File: src/sv/kwsc_pkg.sv
// ----------------------------------------------------------------------------
// kwsc_pkg
// Types, codes and helpers shared by the keyword substitution cipher modules.
// ----------------------------------------------------------------------------
package kwsc_pkg;

    localparam int LETTERS = 26;
    localparam int IDX_W   = 5;

    localparam logic [1:0] CMD_KEY  = 2'd0;
    localparam logic [1:0] CMD_END  = 2'd1;
    localparam logic [1:0] CMD_TEXT = 2'd2;

    localparam logic [7:0] ASCII_UC_A = 8'h41;
    localparam logic [7:0] ASCII_UC_Z = 8'h5A;
    localparam logic [7:0] ASCII_LC_A = 8'h61;
    localparam logic [7:0] ASCII_LC_Z = 8'h7A;

    localparam logic [IDX_W-1:0] LAST_IDX = IDX_W'(LETTERS - 1);
    localparam logic [IDX_W:0]   FULL_CNT = (IDX_W + 1)'(LETTERS);

    typedef logic [IDX_W-1:0] letter_idx_t;

    typedef struct packed {
        logic        is_letter;
        logic        lower;
        letter_idx_t idx;
    } letter_info_t;

    // controller -> datapath
    typedef struct packed {
        logic        key_byte;
        logic        end_key;
        logic        text;
        logic        fill_step;
        logic        inv_step;
        logic        ident_step;
        logic        clear_build;
        letter_idx_t sweep_idx;
    } dp_cmd_t;

    // datapath -> controller
    typedef struct packed {
        logic key_bad;
        logic out_free;
    } dp_status_t;

    function automatic letter_info_t letter_decode(input logic [7:0] c);
        letter_info_t r;
        r = '0;
        if (c >= ASCII_UC_A && c <= ASCII_UC_Z) begin
            r.is_letter = 1'b1;
            r.idx       = IDX_W'(c - ASCII_UC_A);
        end else if (c >= ASCII_LC_A && c <= ASCII_LC_Z) begin
            r.is_letter = 1'b1;
            r.lower     = 1'b1;
            r.idx       = IDX_W'(c - ASCII_LC_A);
        end
        return r;
    endfunction

endpackage

File: src/sv/kwsc_ctrl.sv
// ----------------------------------------------------------------------------
// kwsc_ctrl
// Command decode and sequencer for the table fill, inverse and identity sweeps.
// ----------------------------------------------------------------------------
module kwsc_ctrl (
    input  logic                 aclk,
    input  logic                 aresetn,
    input  logic                 s_valid,
    output logic                 s_ready,
    input  logic [1:0]           s_cmd,
    output kwsc_pkg::dp_cmd_t    dp_cmd,
    input  kwsc_pkg::dp_status_t dp_status
);
    import kwsc_pkg::*;

    localparam logic [1:0] ST_IDLE   = 2'd0;
    localparam logic [1:0] ST_FILL   = 2'd1;
    localparam logic [1:0] ST_INVERT = 2'd2;
    localparam logic [1:0] ST_IDENT  = 2'd3;

    logic [1:0]  state_reg, state_next;
    letter_idx_t cnt_reg, cnt_next;
    logic        accept;
    logic        last;

    assign last = (cnt_reg == LAST_IDX);

    always_comb begin
        state_next       = state_reg;
        cnt_next         = cnt_reg;
        s_ready          = (state_reg == ST_IDLE) && dp_status.out_free;
        accept           = s_valid && s_ready;
        dp_cmd           = '0;
        dp_cmd.sweep_idx = cnt_reg;
        case (state_reg)
            ST_IDLE: begin
                if (accept) begin
                    case (s_cmd)
                        CMD_KEY: begin
                            dp_cmd.key_byte = 1'b1;
                        end
                        CMD_END: begin
                            dp_cmd.end_key = 1'b1;
                            state_next     = dp_status.key_bad ? ST_IDENT : ST_FILL;
                            cnt_next       = '0;
                        end
                        CMD_TEXT: begin
                            dp_cmd.text = 1'b1;
                        end
                        default: ;
                    endcase
                end
            end
            ST_FILL: begin
                dp_cmd.fill_step = 1'b1;
                if (last) begin
                    state_next = ST_INVERT;
                    cnt_next   = '0;
                end else begin
                    cnt_next = cnt_reg + 1'b1;
                end
            end
            ST_INVERT: begin
                dp_cmd.inv_step = 1'b1;
                if (last) begin
                    dp_cmd.clear_build = 1'b1;
                    state_next         = ST_IDLE;
                    cnt_next           = '0;
                end else begin
                    cnt_next = cnt_reg + 1'b1;
                end
            end
            ST_IDENT: begin
                dp_cmd.ident_step = 1'b1;
                if (last) begin
                    dp_cmd.clear_build = 1'b1;
                    state_next         = ST_IDLE;
                    cnt_next           = '0;
                end else begin
                    cnt_next = cnt_reg + 1'b1;
                end
            end
            default: begin
                state_next = ST_IDLE;
                cnt_next   = '0;
            end
        endcase
    end

    always_ff @(posedge aclk) begin
        if (!aresetn) begin
            state_reg <= ST_IDLE;
            cnt_reg   <= '0;
        end else begin
            state_reg <= state_next;
            cnt_reg   <= cnt_next;
        end
    end

    a_end_blocks_input: assert property (@(posedge aclk) disable iff (!aresetn)
        (accept && s_cmd == CMD_END) |=> !s_ready)
        else $error("input accepted right after end of keyword");

    a_cnt_range: assert property (@(posedge aclk) disable iff (!aresetn)
        cnt_reg <= LAST_IDX)
        else $error("sweep counter out of range");

    a_fill_then_invert: assert property (@(posedge aclk) disable iff (!aresetn)
        (state_reg == ST_FILL && last) |=> (state_reg == ST_INVERT && cnt_reg == '0))
        else $error("fill sweep did not hand over to inverse sweep");

endmodule

File: src/sv/kwsc_datapath.sv
// ----------------------------------------------------------------------------
// kwsc_datapath
// Cipher tables, keyword build state, mode register and output register.
// ----------------------------------------------------------------------------
module kwsc_datapath (
    input  logic                 aclk,
    input  logic                 aresetn,
    input  logic [7:0]           s_char_value,
    input  logic                 cfg_valid,
    input  logic                 cfg_data,
    input  kwsc_pkg::dp_cmd_t    dp_cmd,
    output kwsc_pkg::dp_status_t dp_status,
    input  logic                 m_ready,
    output logic                 m_valid,
    output logic [7:0]           m_out_char,
    output logic                 m_is_key_status,
    output logic                 m_key_rejected
);
    import kwsc_pkg::*;

    letter_idx_t       fwd_reg [LETTERS];
    letter_idx_t       inv_reg [LETTERS];
    logic [LETTERS-1:0] used_reg, used_next;
    logic [IDX_W:0]    fill_reg, fill_next;
    logic              key_bad_reg, key_bad_next;
    logic              decrypt_reg;

    logic              out_valid_reg;
    logic [7:0]        out_char_reg;
    logic              out_status_reg;
    logic              out_rej_reg;

    letter_info_t      ch;
    logic              fill_room;
    logic              fwd_we, inv_we;
    letter_idx_t       fwd_waddr, fwd_wdata, fwd_raddr, fwd_rdata;
    letter_idx_t       inv_waddr, inv_wdata;
    letter_idx_t       map_idx;
    logic [7:0]        text_char;

    assign ch        = letter_decode(s_char_value);
    assign fill_room = (fill_reg < FULL_CNT);
    assign fwd_raddr = dp_cmd.inv_step ? dp_cmd.sweep_idx : ch.idx;
    assign fwd_rdata = fwd_reg[fwd_raddr];
    assign map_idx   = decrypt_reg ? inv_reg[ch.idx] : fwd_rdata;

    always_comb begin
        if (ch.is_letter) begin
            text_char = (ch.lower ? ASCII_LC_A : ASCII_UC_A) + {3'b000, map_idx};
        end else begin
            text_char = s_char_value;
        end
    end

    always_comb begin
        fwd_we       = 1'b0;
        fwd_waddr    = fill_reg[IDX_W-1:0];
        fwd_wdata    = ch.idx;
        used_next    = used_reg;
        fill_next    = fill_reg;
        key_bad_next = key_bad_reg;
        if (dp_cmd.key_byte) begin
            if (!ch.is_letter) begin
                key_bad_next = 1'b1;
            end else if (!used_reg[ch.idx] && fill_room) begin
                fwd_we              = 1'b1;
                used_next[ch.idx]   = 1'b1;
                fill_next           = fill_reg + 1'b1;
            end
        end
        if (dp_cmd.fill_step && !used_reg[dp_cmd.sweep_idx] && fill_room) begin
            fwd_we                      = 1'b1;
            fwd_wdata                   = dp_cmd.sweep_idx;
            used_next[dp_cmd.sweep_idx] = 1'b1;
            fill_next                   = fill_reg + 1'b1;
        end
        if (dp_cmd.ident_step) begin
            fwd_we    = 1'b1;
            fwd_waddr = dp_cmd.sweep_idx;
            fwd_wdata = dp_cmd.sweep_idx;
        end
        if (dp_cmd.clear_build) begin
            used_next    = '0;
            fill_next    = '0;
            key_bad_next = 1'b0;
        end
    end

    assign inv_we    = dp_cmd.inv_step || dp_cmd.ident_step;
    assign inv_waddr = dp_cmd.inv_step ? fwd_rdata : dp_cmd.sweep_idx;
    assign inv_wdata = dp_cmd.sweep_idx;

    always_ff @(posedge aclk) begin
        if (!aresetn) begin
            for (int i = 0; i < LETTERS; i++) begin
                fwd_reg[i] <= IDX_W'(i);
                inv_reg[i] <= IDX_W'(i);
            end
        end else begin
            if (fwd_we) begin
                fwd_reg[fwd_waddr] <= fwd_wdata;
            end
            if (inv_we) begin
                inv_reg[inv_waddr] <= inv_wdata;
            end
        end
    end

    always_ff @(posedge aclk) begin
        if (!aresetn) begin
            used_reg      <= '0;
            fill_reg      <= '0;
            key_bad_reg   <= 1'b0;
            decrypt_reg   <= 1'b0;
            out_valid_reg <= 1'b0;
        end else begin
            used_reg    <= used_next;
            fill_reg    <= fill_next;
            key_bad_reg <= key_bad_next;
            if (cfg_valid) begin
                decrypt_reg <= cfg_data;
            end
            if (dp_cmd.text || dp_cmd.end_key) begin
                out_valid_reg <= 1'b1;
            end else if (m_ready) begin
                out_valid_reg <= 1'b0;
            end
        end
    end

    always_ff @(posedge aclk) begin
        if (dp_cmd.text) begin
            out_char_reg   <= text_char;
            out_status_reg <= 1'b0;
            out_rej_reg    <= 1'b0;
        end else if (dp_cmd.end_key) begin
            out_char_reg   <= 8'h00;
            out_status_reg <= 1'b1;
            out_rej_reg    <= key_bad_reg;
        end
    end

    assign dp_status.key_bad  = key_bad_reg;
    assign dp_status.out_free = !out_valid_reg || m_ready;

    assign m_valid         = out_valid_reg;
    assign m_out_char      = out_char_reg;
    assign m_is_key_status = out_status_reg;
    assign m_key_rejected  = out_rej_reg;

    a_fill_bound: assert property (@(posedge aclk) disable iff (!aresetn)
        fill_reg <= FULL_CNT)
        else $error("fill count beyond alphabet size");

    a_fill_matches_used: assert property (@(posedge aclk) disable iff (!aresetn)
        $countones(used_reg) == fill_reg)
        else $error("fill count disagrees with used letter set");

    a_no_overrun: assert property (@(posedge aclk) disable iff (!aresetn)
        (out_valid_reg && !m_ready) |-> !(dp_cmd.text || dp_cmd.end_key))
        else $error("output register overwritten while stalled");

endmodule

File: src/sv/keyword_substitution_cipher.sv
// ----------------------------------------------------------------------------
// keyword_substitution_cipher
// Mixed-alphabet keyword substitution cipher, top level.
//
// Input channel s_*: s_cmd selects keyword byte, end of keyword or text byte;
// s_char_value carries the ASCII byte. Result channel m_*: one transfer per
// text byte (m_out_char) and one per end of keyword (m_is_key_status set,
// m_key_rejected for a keyword that held a non-letter). Keyword bytes and
// the unused command code produce no result.
// cfg_*: writes decrypt_mode (0 encrypt, 1 decrypt); always ready.
// A result is registered and valid in the cycle after its transfer.
// Throughput: keyword and text bytes one per cycle while the output register
// is free. End of keyword occupies the table sequencer for 26 fill steps,
// then 26 inverse-table writes, or 26 identity writes for a rejected key;
// s_ready stays low meanwhile. Each step touches one table entry.
// Reset: tables return to identity, build state clears, mode is encrypt.
// Stall: a result waits in the output register; a new item is taken only in
// the cycle the register is empty or being drained.
// ----------------------------------------------------------------------------
module keyword_substitution_cipher (
    input  logic       aclk,
    input  logic       aresetn,
    input  logic       s_valid,
    output logic       s_ready,
    input  logic [1:0] s_cmd,
    input  logic [7:0] s_char_value,
    output logic       m_valid,
    input  logic       m_ready,
    output logic [7:0] m_out_char,
    output logic       m_is_key_status,
    output logic       m_key_rejected,
    input  logic       cfg_valid,
    output logic       cfg_ready,
    input  logic       cfg_data
);
    import kwsc_pkg::*;

    dp_cmd_t    dp_cmd;
    dp_status_t dp_status;

    assign cfg_ready = 1'b1;

    kwsc_ctrl u_ctrl (
        .aclk      (aclk),
        .aresetn   (aresetn),
        .s_valid   (s_valid),
        .s_ready   (s_ready),
        .s_cmd     (s_cmd),
        .dp_cmd    (dp_cmd),
        .dp_status (dp_status)
    );

    kwsc_datapath u_datapath (
        .aclk            (aclk),
        .aresetn         (aresetn),
        .s_char_value    (s_char_value),
        .cfg_valid       (cfg_valid),
        .cfg_data        (cfg_data),
        .dp_cmd          (dp_cmd),
        .dp_status       (dp_status),
        .m_ready         (m_ready),
        .m_valid         (m_valid),
        .m_out_char      (m_out_char),
        .m_is_key_status (m_is_key_status),
        .m_key_rejected  (m_key_rejected)
    );

endmodule
File: config.mk
export PLATFORM = sky130hd
export DESIGN_NAME = keyword_substitution_cipher
export DESIGN_NICKNAME = d
export VERILOG_FILES = /design/src/sv/kwsc_pkg.sv /design/src/sv/kwsc_ctrl.sv /design/src/sv/kwsc_datapath.sv /design/src/sv/keyword_substitution_cipher.sv
export SDC_FILE = /design/constraint.sdc
export NUM_CORES = 1
export LEC_CHECK = 0
export BUFFER_PORTS_ARGS = -buffer_cell sky130_fd_sc_hd__buf_2
export CORE_MARGIN = 3
export CORE_UTILIZATION = 60
export DETAILED_ROUTE_END_ITERATION = 12
export MAX_ROUTING_LAYER = met4
export PLACE_DENSITY = 0.85
export SYNTH_ARGS = -nofsm -noshare
export SYNTH_HDL_FRONTEND = slang
export SYNTH_SLANG_ARGS = --single-unit
File: constraint.sdc
create_clock -name aclk -period 14.5 [get_ports aclk]
set_clock_uncertainty 0.15 [all_clocks]
set_input_delay 3.625 -clock aclk [delete_from_list [all_inputs] [get_ports aclk]]
set_output_delay 3.625 -clock aclk [all_outputs]
set_load 0.01 [all_outputs]
==> results of run 1 <==
## critical path, stage by stage
cell and delay (ns):
buf_2 0.52, inv_1 0.14, ha_2 0.73, buf_4 0.58
inv_1 0.18, buf_4 0.30, nand2_1 0.22, o21ai_4 0.06
buf_4 0.31, mux2i_1 0.18, a2111oi_1 0.57, nor4_1 0.22
o31a_1 0.39, or3_1 0.67, o21ai_0 0.71
## power breakdown
group          internal [W]  switching (W)
Combinational     0.0000561       0.000146
Sequential          0.00118      0.0000131
Clock              0.000563       0.000411
## metal layers
layer	track usage	vias up	wire, µm
met5	-	-	0
met4	0.135	0	3020
met3	0.110	254	9870
met2	0.516	1435	25600
met1	0.492	7460	22000
li1	-	6737	-
## logic make-up (layout without fill, tap and decap cells)
logic type / after synthesis / in the layout / synth area share
flops: 372 / 372 / 0.559
simple gates: 756 / 756 / 0.187
other cells: 1 / 1 / 0.000195
buf+inv: 158 / 153 / 0.0373
mux: 71 / 71 / 0.0465
xor+xnor: 7 / 7 / 0.00319
compound gates: 429 / 429 / 0.161
fa+ha+maj: 9 / 9 / 0.00587
## area by class of cell
class | instances | area, µm²
multi-input cells | 1273 | 7840
well taps | 396 | 495
flip-flops and latches | 372 | 10700
repair buffers | 68 | 443
clock buffers | 42 | 987
clock inverters | 25 | 230
fillers | 2223 | 10300
inverters | 18 | 67.6
## layout by cell type (no fill, tap or decap), types with 12 or more instances in the layout
| cell type | count |
|---|---|
| o22ai_1 | 32 |
| a221oi_1 | 41 |
| a21oi_1 | 87 |
| or3_1 | 28 |
| nand2b_1 | 28 |
| o2bb2ai_1 | 14 |
| nand2_1 | 209 |
| nor4_1 | 12 |
| a22oi_1 | 12 |
| inv_1 | 15 |
| mux2_2 | 16 |
| buf_2 | 27 |
| nor3_1 | 61 |
| nor2b_1 | 17 |
| clkbuf_16 | 39 |
| nand3_1 | 47 |
| and2_1 | 62 |
| mux2i_1 | 41 |
| o21ai_0 | 54 |
| edfxtp_1 | 328 |
| buf_4 | 41 |
| dfxtp_1 | 44 |
| and3_1 | 41 |
| a211oi_1 | 45 |
| nor2_1 | 214 |
| o31ai_1 | 21 |
| mux4_2 | 13 |
## stage by stage
step | instance area [µm²] | hold slack [ns] | total power, W | instances
3_3_place_gp | 19600 | 0.300 | 0.00141 | 2127
6_report | 20800 | 0.340 | 0.00237 | 2194
4_1_cts | 20800 | 0.338 | 0.00236 | 2194
2_1_floorplan | 19200 | 0.297 | 0.00134 | 1803
3_5_place_dp | 19600 | 0.324 | 0.00141 | 2127
5_1_grt | 20800 | 0.362 | 0.00243 | 2194
## worst paths after layout
check	from	endpoint	cells past startpoint
worst max-delay path	s_char_value[0]	u_datapath.inv_reg[13][2]	15
worst min-delay path	u_datapath.m_is_key_status	u_datapath.m_is_key_status	2
worst max register to register	u_ctrl.state_reg[0]	u_datapath.inv_reg[18][0]	10
worst min register to register	u_datapath.m_is_key_status	u_datapath.m_is_key_status	2
==> results.sh, run 1 <==
export IMPL_outcome="finished, final reports clean"
export IMPL_die_area_um2=34200
export IMPL_grt_pass1_wl_mm=91.3
export IMPL_synth_fp_nets=1828
export IMPL_maxCapViolCount=0
export IMPL_synth_common_cells="328 x edfxtp_1, 214 x nor2_1, 209 x nand2_1, 91 x a21oi_1, 85 x clkbuf_1"
export IMPL_dp_hpwl_mm=40.2
export IMPL_arrival_ns=9.52
export IMPL_grt_setup_unrepaired="no"
export IMPL_numCtsBuffers=38
export IMPL_cts_resized=0
export IMPL_worst_pin_slew_ns=1.23
export IMPL_syn_area_per_cell_um2=10.6
export IMPL_synth_top_area_cell="edfxtp_1"
export IMPL_yosysSeqAreaShare=0.559
export IMPL_wirelength_mm=60.5
export IMPL_endpoint_kind="flop"
export IMPL_portBuffers=27
export IMPL_synth_enable_flop_cells=328
export IMPL_postLayoutCoreUtil=0.669
export IMPL_start_util=0.618
export IMPL_synth_most_common_cell="edfxtp_1"
export IMPL_dr_total_vias=15900
export IMPL_htree_levels=2
export IMPL_required_ns=14.50
export IMPL_wl_per_cell_um=27.6
export IMPL_cts_clk_slew_worst_paths_ns=0.06
export IMPL_grt_usage=0.362
export IMPL_ys_flop_type="edfxtp_1"
export IMPL_coreArea_um2=31100
export IMPL_finalHoldViolCount=0
export IMPL_cp_max_fo=45
export IMPL_power_leakage_nw=6.67
export IMPL_power_density_nw_per_um2=114
export IMPL_cts_buffer_depth=3
export IMPL_grt_antenna_before_repair=0
export IMPL_peakVddDrop_v=0.0000694
export IMPL_first_pass_iters=8
export IMPL_ios=29
export IMPL_syn_inst=1803
export IMPL_drive_gt1_frac=0.110
export IMPL_postRouteAntennaNets=0
export IMPL_tns_ns=0
export IMPL_timing_fmax_mhz=105
export IMPL_ys_top_cells_by_area="edfxtp_1 51%, dfxtp_1 4.6%, nor2_1 4.2%"
export IMPL_ys_async_sr_fraction=0
export IMPL_drv_slew=0
export IMPL_die_x_um=185
export IMPL_synthesis_area_um2=19200
export IMPL_syn2layout_area_growth_pct=8.30
export IMPL_numClockSinks=372
export IMPL_ys_seq_elements=372
export IMPL_pre_cts_slack_ns=4.69
export IMPL_r2r_slack_ns=8.83
export IMPL_hold_class="reg -> reg"
export IMPL_gp_congestion=1.01
export IMPL_grt_max_degree=66
export IMPL_drt_iter0_drc=2974
export IMPL_post_cts_setup_buffers=0
export IMPL_max_slew_margin=0.177
export IMPL_tritoncts="built"
export IMPL_cp_start_kind="primary input"
export IMPL_period_share=0.656
export IMPL_antenna_cells=0
export IMPL_cts_root_buf="clkbuf_16"
export IMPL_ys_warn_count=0
export IMPL_drc=0
export IMPL_ctsHoldBuffers=0
export IMPL_setup_violations=0
export IMPL_ys_types=95
export IMPL_layout_nets=1796
export IMPL_first_global_vias=14900
export IMPL_synth_top_area_share=0.513
export IMPL_num_rows=64
export IMPL_die_y_um=185
export IMPL_viasPerCell=7.24
export IMPL_grt_ovfl_total=0
export IMPL_layout_setup_ws_ns=4.99
export IMPL_critPathKind="in -> reg"
export IMPL_min_period_ns=9.51
export IMPL_clock_latency_ns=0.53
No activity file was read; power rests on OpenSTA's default activity.
==> run 2, diff against run 1 <==
Settings changed: CORE_UTILIZATION 60 to 57.
Clock period 14.5 ns to 8.7 ns, I/O delays scaled along.
==> run 2 against run 1 <==
  * Critical path depth shrank 2
  * Setup slack lost 3.9 ns
  * Global-route usage shrank 1.6 points
  * Largest cell class unchanged
  * Count of clock-buffer cells in the layout grew 7
  * Register-to-register slack lost 6.0 ns
  * Non-clock buffer count grew 14
  * Power grew 72%
  * Design area grew 1.2%
==> results.sh, run 2 (synthesis gave the netlist of run 1 again) <==
export IMPL_layout_nets=1812
export IMPL_min_period_ns=7.62
export IMPL_numClockSinks=372
export IMPL_grt_ovfl_total=0
export IMPL_max_slew_margin=0.0988
export IMPL_worst_pin_slew_ns=1.34
export IMPL_power_leakage_nw=6.79
export IMPL_first_global_vias=15000
export IMPL_grt_setup_unrepaired="no"
export IMPL_cts_resized=0
export IMPL_cp_max_fo=52
export IMPL_ios=29
export IMPL_wirelength_mm=61.3
export IMPL_final_common_cell="edfxtp_1"
export IMPL_htree_levels=2
export IMPL_die_area_um2=35900
export IMPL_final_area_um2=21000
export IMPL_cts_buffer_depth=3
export IMPL_clock_latency_ns=0.56
export IMPL_power_density_nw_per_um2=194
export IMPL_timing_fmax_mhz=131
export IMPL_tns_ns=0
export IMPL_wl_per_cell_um=27.2
export IMPL_placed_area_um2=19700
export IMPL_drv_slew=0
export IMPL_ctsHoldBuffers=0
export IMPL_num_rows=66
export IMPL_grt_usage=0.346
export IMPL_antenna_cells=0
export IMPL_hold_class="reg -> reg"
export IMPL_dp_hpwl_mm=40.3
export IMPL_dr_total_vias=16000
export IMPL_finalHoldViolCount=0
export IMPL_outcome="finished, final reports clean"
export IMPL_arrival_ns=7.63
export IMPL_setup_violations=0
export IMPL_die_x_um=190
export IMPL_syn2layout_area_growth_pct=9.56
export IMPL_drc=0
export IMPL_postRouteAntennaNets=0
export IMPL_start_util=0.584
export IMPL_drt_iter0_drc=2873
export IMPL_drive_gt1_frac=0.119
export IMPL_endpoint_kind="flop"
export IMPL_period_share=0.876
export IMPL_cts_root_buf="clkbuf_16"
export IMPL_pre_cts_slack_ns=0.823
export IMPL_cp_start_kind="primary input"
export IMPL_peakVddDrop_v=0.000133
export IMPL_grt_max_degree=53
export IMPL_cts_clk_slew_worst_paths_ns=0.06
export IMPL_first_pass_iters=6
export IMPL_coreArea_um2=32900
export IMPL_required_ns=8.71
export IMPL_die_y_um=190
export IMPL_numCtsBuffers=40
export IMPL_postLayoutCoreUtil=0.640
export IMPL_portBuffers=27
export IMPL_grt_antenna_before_repair=1
export IMPL_post_cts_setup_buffers=0
export IMPL_tritoncts="built"
export IMPL_layout_setup_ws_ns=1.08
export IMPL_final_cell_mix="328 x edfxtp_1, 214 x nor2_1, 209 x nand2_1, 87 x a21oi_1, 62 x and2_1"
export IMPL_critPathKind="in -> reg"
export IMPL_grt_pass1_wl_mm=91.8
export IMPL_maxCapViolCount=0
export IMPL_viasPerCell=7.10
export IMPL_gp_congestion=1.00
-- run 2: changes by cell type in the layout (fill, tap and decap cells not counted), sizes merged --
| cell | change |
|---|---|
| buf | +14 |
| clkbuf | +7 |
| clkinv | -3 |
| clkinvlp | -2 |
| bufinv | +1 |
| inv | -1 |
-- run 2: area by class of cell --
| cell class | instances | area, µm² |
|---|---|---|
| Clock buffer | 49 | 1090 |
| Clock inverter | 20 | 231 |
| Fill cell | 2564 | 11800 |
| Inverter | 18 | 67.6 |
| Multi-Input combinational cell | 1273 | 7820 |
| Sequential cell | 372 | 10700 |
| Tap cell | 442 | 553 |
| Timing Repair Buffer | 82 | 548 |
-- run 2: report_power, final --
part           internal (W)  leakage, nW  switching (W)
Sequential          0.00197         3.35      0.0000204
Combinational     0.0000959         2.79       0.000252
Clock               0.00103        0.652       0.000708
-- run 2: per-layer routing --
layer  global-route usage  routed length [µm]  vias up
li1                     -                   -     6767
met1                0.481               22700     7577
met2                0.495               26300     1413
met3               0.0800                9440      263
met4                0.136                2920        0
met5                    -                   0        -
-- run 2: stage by stage --
step	power [W]	std cells	hold WS, ns
finish	0.00408	2256	0.322
global route	0.00416	2256	0.343
CTS	0.00406	2256	0.327
detailed placement	0.00236	2187	0.313
global placement	0.00235	2187	0.299
floorplan	0.00224	1803	0.297
-- run 2: path summary, 6_finish.rpt --
kind,from,end,slack [ns],depth (start not counted)
worst max register to register,u_ctrl.state_reg[1],u_datapath.inv_reg[19][3],2.88,10
worst max-delay path,s_char_value[0],u_datapath.inv_reg[19][3],1.08,13
worst min register to register,u_datapath.m_is_key_status,u_datapath.m_is_key_status,0.32,2
worst min-delay path,u_datapath.m_is_key_status,u_datapath.m_is_key_status,0.32,2
-- run 2: critical path: stages --
cell and delay (ns):
buf_2 0.17, buf_4 0.55, ha_1 0.28, nor2_1 0.07, a211oi_2 0.30, nand2_1 0.22
o211ai_1 0.85, o21ai_0 0.22, a211oi_1 0.59, nor4_1 0.25, o31ai_1 0.67, nand3_1 0.55
o21ai_0 0.71
